[config.mk]
export PLATFORM = sky130hd
export DESIGN_NAME = pae_ctrl
export DESIGN_NICKNAME = d
export VERILOG_FILES = /design/src/design/pae_pkg.sv /design/src/design/pae_ctrl.sv
export SDC_FILE = /design/constraint.sdc
export NUM_CORES = 1
export LEC_CHECK = 0
export BUFFER_PORTS_ARGS = -buffer_cell sky130_fd_sc_hd__clkbuf_2
export CELL_PAD_IN_SITES_DETAIL_PLACEMENT = 0
export CELL_PAD_IN_SITES_GLOBAL_PLACEMENT = 1
export CORE_UTILIZATION = 30
export CTS_CLUSTER_SIZE = 12
export DETAILED_ROUTE_END_ITERATION = 10
export GPL_TIMING_DRIVEN = 0
export PLACE_DENSITY = 0.67
export SYNTH_ARGS = -nofsm -noshare
export SYNTH_HDL_FRONTEND = slang
export SYNTH_SLANG_ARGS = --single-unit
[constraint.sdc]
create_clock -name aclk -period 1.56 [get_ports aclk]
set_input_delay 0.078 -clock aclk [delete_from_list [all_inputs] [get_ports aclk]]
set_output_delay 0.078 -clock aclk [all_outputs]
set_load 0.02 [all_outputs]
[src/design/pae_pkg.sv]
// ----------------------------------------------------------------------------
// pae_pkg
// Shared widths, constants and control types for the polygon area,
// bounding box and longest edge block.
// ----------------------------------------------------------------------------
package pae_pkg;

    localparam int COORD_W  = 16;
    localparam int PROD_W   = 2 * COORD_W;
    localparam int CROSS_W  = 48;
    localparam int SUM_W    = CROSS_W + 2;
    localparam int MAG_W    = CROSS_W - 1;
    localparam int LEN_W    = PROD_W + 1;
    localparam int AREA_W   = 40;
    localparam int BOX_W    = 32;
    localparam int DENS_W   = 7;
    localparam int QUO_W    = 7;
    localparam int NUM_W    = MAG_W + 7;
    localparam int DSH_W    = BOX_W + 7;
    localparam int S_DATA_W = 2 * COORD_W;
    localparam int M_DATA_W = 144;
    localparam int CNT_W    = 3;

    localparam logic signed [SUM_W-1:0] CROSS_POS = SUM_W'(48'sh7FFF_FFFF_FFFF);
    localparam logic signed [SUM_W-1:0] CROSS_NEG = -CROSS_POS;
    localparam logic [AREA_W-1:0] AREA_MAX = '1;
    localparam logic [DENS_W-1:0] DENS_MAX = 7'd100;

    typedef logic signed [COORD_W-1:0] coord_t;

    typedef struct packed {
        logic cap_in;
        logic cap_close;
        logic acc_vertex;
        logic acc_close;
        logic box;
        logic scale;
        logic div_init;
        logic div_step;
        logic load_out;
    } pae_cmd_t;

    typedef struct packed {
        logic fin;
    } pae_status_t;

endpackage

[src/design/pae_ctrl.sv]
// ----------------------------------------------------------------------------
// pae_ctrl
// Sequencer: vertex capture and accumulate, closing edge, box product,
// density division steps and result hand-off.
// ----------------------------------------------------------------------------
module pae_ctrl (
    input  logic                 aclk,
    input  logic                 aresetn,
    input  logic                 s_tvalid,
    output logic                 s_tready,
    output logic                 m_tvalid,
    input  logic                 m_tready,
    input  pae_pkg::pae_status_t status,
    output pae_pkg::pae_cmd_t    cmd
);
    import pae_pkg::*;

    localparam logic [3:0] ST_IDLE  = 4'd0;
    localparam logic [3:0] ST_ACC   = 4'd1;
    localparam logic [3:0] ST_CMUL  = 4'd2;
    localparam logic [3:0] ST_CACC  = 4'd3;
    localparam logic [3:0] ST_BOX   = 4'd4;
    localparam logic [3:0] ST_SCALE = 4'd5;
    localparam logic [3:0] ST_CHECK = 4'd6;
    localparam logic [3:0] ST_DIV   = 4'd7;
    localparam logic [3:0] ST_OUT   = 4'd8;

    localparam logic [CNT_W-1:0] DIV_LAST = CNT_W'(QUO_W - 1);

    logic [3:0]       state_reg, state_next;
    logic [CNT_W-1:0] cnt_reg, cnt_next;
    logic             m_tvalid_reg, m_tvalid_next;

    assign s_tready = (state_reg == ST_IDLE);
    assign m_tvalid = m_tvalid_reg;

    always_comb begin
        state_next = state_reg;
        cnt_next   = cnt_reg;
        cmd        = '0;
        case (state_reg)
            ST_IDLE: begin
                if (s_tvalid) begin
                    cmd.cap_in = 1'b1;
                    state_next = ST_ACC;
                end
            end
            ST_ACC: begin
                cmd.acc_vertex = 1'b1;
                state_next     = status.fin ? ST_CMUL : ST_IDLE;
            end
            ST_CMUL: begin
                cmd.cap_close = 1'b1;
                state_next    = ST_CACC;
            end
            ST_CACC: begin
                cmd.acc_close = 1'b1;
                state_next    = ST_BOX;
            end
            ST_BOX: begin
                cmd.box    = 1'b1;
                state_next = ST_SCALE;
            end
            ST_SCALE: begin
                cmd.scale  = 1'b1;
                state_next = ST_CHECK;
            end
            ST_CHECK: begin
                cmd.div_init = 1'b1;
                cnt_next     = '0;
                state_next   = ST_DIV;
            end
            ST_DIV: begin
                cmd.div_step = 1'b1;
                cnt_next     = cnt_reg + 1'b1;
                if (cnt_reg == DIV_LAST) begin
                    state_next = ST_OUT;
                end
            end
            ST_OUT: begin
                if (!m_tvalid_reg || m_tready) begin
                    cmd.load_out = 1'b1;
                    state_next   = ST_IDLE;
                end
            end
            default: begin
                state_next = ST_IDLE;
            end
        endcase
    end

    always_comb begin
        if (cmd.load_out) begin
            m_tvalid_next = 1'b1;
        end else if (m_tready) begin
            m_tvalid_next = 1'b0;
        end else begin
            m_tvalid_next = m_tvalid_reg;
        end
    end

    always_ff @(posedge aclk) begin
        if (!aresetn) begin
            state_reg    <= ST_IDLE;
            cnt_reg      <= '0;
            m_tvalid_reg <= 1'b0;
        end else begin
            state_reg    <= state_next;
            cnt_reg      <= cnt_next;
            m_tvalid_reg <= m_tvalid_next;
        end
    end

endmodule

==> impl_summary.log <==
INFO  metric finalCriticalPeriod = 1.52 ns
INFO  metric worstHoldPathType = input pin to flop
INFO  metric io_pins = 16
INFO  metric finalHoldViolCount = 0
INFO  metric leakage = 0.270 nW
INFO  metric place_hpwl = 736 um
INFO  metric synth.yosys.seq_area_share = 33.4%
INFO  metric finalPower = 0.454 mW
INFO  metric final.fill_count = 154
INFO  metric fmaxAchievable = 0.657 GHz
INFO  metric cpMaxStageDelayCell = sky130_fd_sc_hd__or4b_4
INFO  metric outcome = finished clean
INFO  metric critPathArrivalTime = 1.44 ns
INFO  metric tritoncts_buffers = 3
INFO  metric synth_top_cells_by_area = sky130_fd_sc_hd__dfxtp_1 (33%), sky130_fd_sc_hd__nand2b_1 (6.5%), sky130_fd_sc_hd__nor3_1 (6.3%)
INFO  metric synth.cells.most_frequent = sky130_fd_sc_hd__dfxtp_1 (8), sky130_fd_sc_hd__nor3_1 (6), sky130_fd_sc_hd__nand2b_1 (5), sky130_fd_sc_hd__nor2_1 (5)
INFO  metric count_of_endpoints_failing_setup_in_the_final_report = 0
INFO  metric floorplan.initialDensity = 31.8%
INFO  metric cts_root_buffer = sky130_fd_sc_hd__clkbuf_4
INFO  metric sequential_share_of_power = 46.5%
INFO  metric die_area = 0.00176 mm2
INFO  metric final-seq-area = 165 um2
INFO  metric yosys.area.top_type_share = 33.4%
INFO  metric globalplace.congestion = 0.733
INFO  metric drive_gt1_share = 35.4%
INFO  metric max-slew-margin-rel = 76.9%
INFO  metric placed_area = 581 um2
INFO  metric internal-power = 0.328 mW
INFO  metric detail_route.drc_violations = 0
INFO  metric post_synth_edffs = 0
INFO  metric multi_input_comb_area = 294 um2
INFO  metric critPathMaxFanout = 3
INFO  metric syn_to_final_growth = 32.1%
INFO  metric ant_nets = 0
INFO  metric cts.sinks = 8
INFO  metric globalRoute.totalOverflow = 0
INFO  metric sw_frac_of_total = 27.9%
INFO  metric worstPathCellList = or4b_4, and2b_1, clkbuf_8
INFO  metric synth.cell_area = 479 um2
INFO  metric ys_ff_latch = 8
INFO  metric h-tree-depth = 1
INFO  metric first_global_vias = 427
INFO  metric crit_path_end_kind = output pin
INFO  metric drv_slew = 0
INFO  metric drt_pre_antenna_iters = 3
INFO  metric dominantRegCellSynth = sky130_fd_sc_hd__dfxtp_1
INFO  metric ctsHoldBuffers = 0
INFO  metric chipHeight = 42.0 um
INFO  metric first_iter_violations = 5
INFO  metric timing.max_cap.violations = 0
INFO  metric netlist_instances = 59
INFO  metric grt_antenna_before_repair = 0
INFO  metric cp-start-kind = flop
INFO  metric power.switching = 0.127 mW
INFO  metric cts_tree = built
INFO  metric mean_post_synth_cell_area = 8.12 um2
INFO  metric placement_rows = 14
INFO  metric mappedNetlistNets = 66
INFO  metric design_area = 633 um2
INFO  metric yosys.cell_count.top_type = sky130_fd_sc_hd__dfxtp_1
INFO  metric cts_max_path_buffers = 2
INFO  metric finalWirelength = 1.09 mm
INFO  metric insertion_delay = 0.26 ns
INFO  metric grt_first_pass_wirelength = 1.77 mm
INFO  metric worst-endpoint-required = 1.48 ns
INFO  metric die_w = 42.0 um
INFO  metric clk_transition_reported_paths = 0.06 ns
INFO  metric vdd_drop_max = 0.294 mV
INFO  metric rsz0062_at_grt = true
INFO  metric antennaDiodeCount = 0
INFO  metric synth.largest_area_cell = sky130_fd_sc_hd__dfxtp_1
INFO  metric fin_worst_skew = 0.00134 ns
INFO  metric synth-async-reset-ratio = 0%
INFO  metric nets = 88
INFO  metric comb_power_share = 17.1%
INFO  metric share_clk_of_total_power = 36.4%
INFO  metric number_of_buffer_cells_added_on_primary_ports = 15
INFO  metric path_class = flop to output pin
INFO  metric hold_slack = 0.128 ns
INFO  metric vias_per_cell = 4.98
INFO  metric largest_register_ffs = 4
INFO  metric max_stage_delay = 0.52 ns
INFO  metric power-per-cell-area = 718 mW/mm2
INFO  metric wl_per_cell = 11.5 um
INFO  metric timing.final.crit_share = 97.6%
INFO  metric grt_use_total = 13.8%
INFO  metric tightest_slew = 0.338 ns
INFO  metric largest_net_degree_at_the_start_of_global_routing = 11
INFO  metric netlist-cell-type-count = 29
INFO  metric synth.yosys.warnings = 0
INFO  metric total_via_count_in_the_routed_design = 473
INFO  metric core_region_area = 0.00151 mm2
==> cell usage in the layout, fill, tap and decap left out, drive strengths merged <==
| cell type | Yosys | routed |
|---|---|---|
| a2111oi | 1 | 1 |
| a211oi | 1 | 1 |
| a21boi | 5 | 5 |
| and2 | 1 | 1 |
| and2b | 1 | 1 |
| and4b | 1 | 1 |
| buf | 3 | 5 |
| clkbuf | 1 | 19 |
| dfxtp | 8 | 8 |
| ha | 2 | 2 |
| inv | 2 | 2 |
| nand2 | 4 | 4 |
| nand2b | 5 | 5 |
| nand3 | 2 | 2 |
| nand3b | 1 | 1 |
| nor2 | 5 | 5 |
| nor2b | 1 | 1 |
| nor3 | 6 | 6 |
| nor3b | 1 | 1 |
| nor4 | 1 | 1 |
| o21a | 1 | 1 |
| o21ai | 2 | 2 |
| or2 | 1 | 1 |
| or3 | 1 | 1 |
| or3b | 1 | 1 |
| or4b | 1 | 1 |
==> worst max-delay path, delay by kind of cell (launching register included) <==
family        cells  cell delay, ns
buf+inv           1            0.14
simple gates      2            0.73
flops             1            0.32
==> area by class of cell <==
type	instances	area share, %
plain buffers	2	1.58
flip-flops and latches	8	26.1
multi-input cells	45	46.4
repair buffers	19	18.0
well taps	16	3.16
inverters	2	1.19
clock buffers	3	3.56
==> metrics by stage <==
stage	setup WS [ns]	cells	TNS, ns	util (%)
6_report	0.0370	95	0	42.0
5_1_grt	-0.00566	95	-0.00566	42.0
4_1_cts	-0.0762	94	-0.0762	41.8
3_5_place_dp	0.0476	90	0	38.5
3_3_place_gp	0.0475	90	0	38.5
2_1_floorplan	0.175	59	0	-
==> cell families after synthesis <==
kind of cell | count (synthesis) | synth area share [%]
buffers and inverters | 6 | 7.31
AND/OR/NAND/NOR | 33 | 39.2
AO/OA/AOI/OAI | 10 | 14.9
adder cells (fa/ha/maj) | 2 | 5.22
flip-flops | 8 | 33.4
==> power by group through the flow <==
stage | clock network (mW) | logic (mW) | registers, mW
5_1_grt | 0.182 | 0.0857 | 0.211
6_report | 0.166 | 0.0775 | 0.211
2_1_floorplan | 0 | 0.0544 | 0.216
3_5_place_dp | 0 | 0.0787 | 0.216
3_3_place_gp | 0 | 0.0792 | 0.216
4_1_cts | 0.174 | 0.0820 | 0.210
==> worst paths after layout <==
check	from	endpoint	slack, ns	cells past startpoint
worst max-delay path	state_reg[0]$_SDFFE_PN0P_	cmd[0]	0.04	3
worst min register to register	cnt_reg[1]$_SDFFE_PN0P_	cnt_reg[1]$_SDFFE_PN0P_	0.49	2
worst max register to register	state_reg[0]$_SDFFE_PN0P_	state_reg[3]$_SDFFE_PN0P_	0.16	4
worst min-delay path	aresetn	state_reg[3]$_SDFFE_PN0P_	0.13	2
==> routing by layer <==
layer | global-route usage [%] | vias to the layer above | share of wire (%)
li1 | - | 244 | -
met1 | 16.7 | 219 | 47
met2 | 20.9 | 8 | 49
met3 | 6.52 | 2 | 3.9
met4 | 5.81 | 0 | 0.73
met5 | 0 | - | 0
==> timing repair <==
action                                  4_1_cts  5_1_grt
gates cloned                                  0        0
setup buffers                                 2        2
pin swaps                                     1        1
endpoints found under the setup margin        2        1
resized for setup                             6        0
No activity file was read; power rests on OpenSTA's default activity.
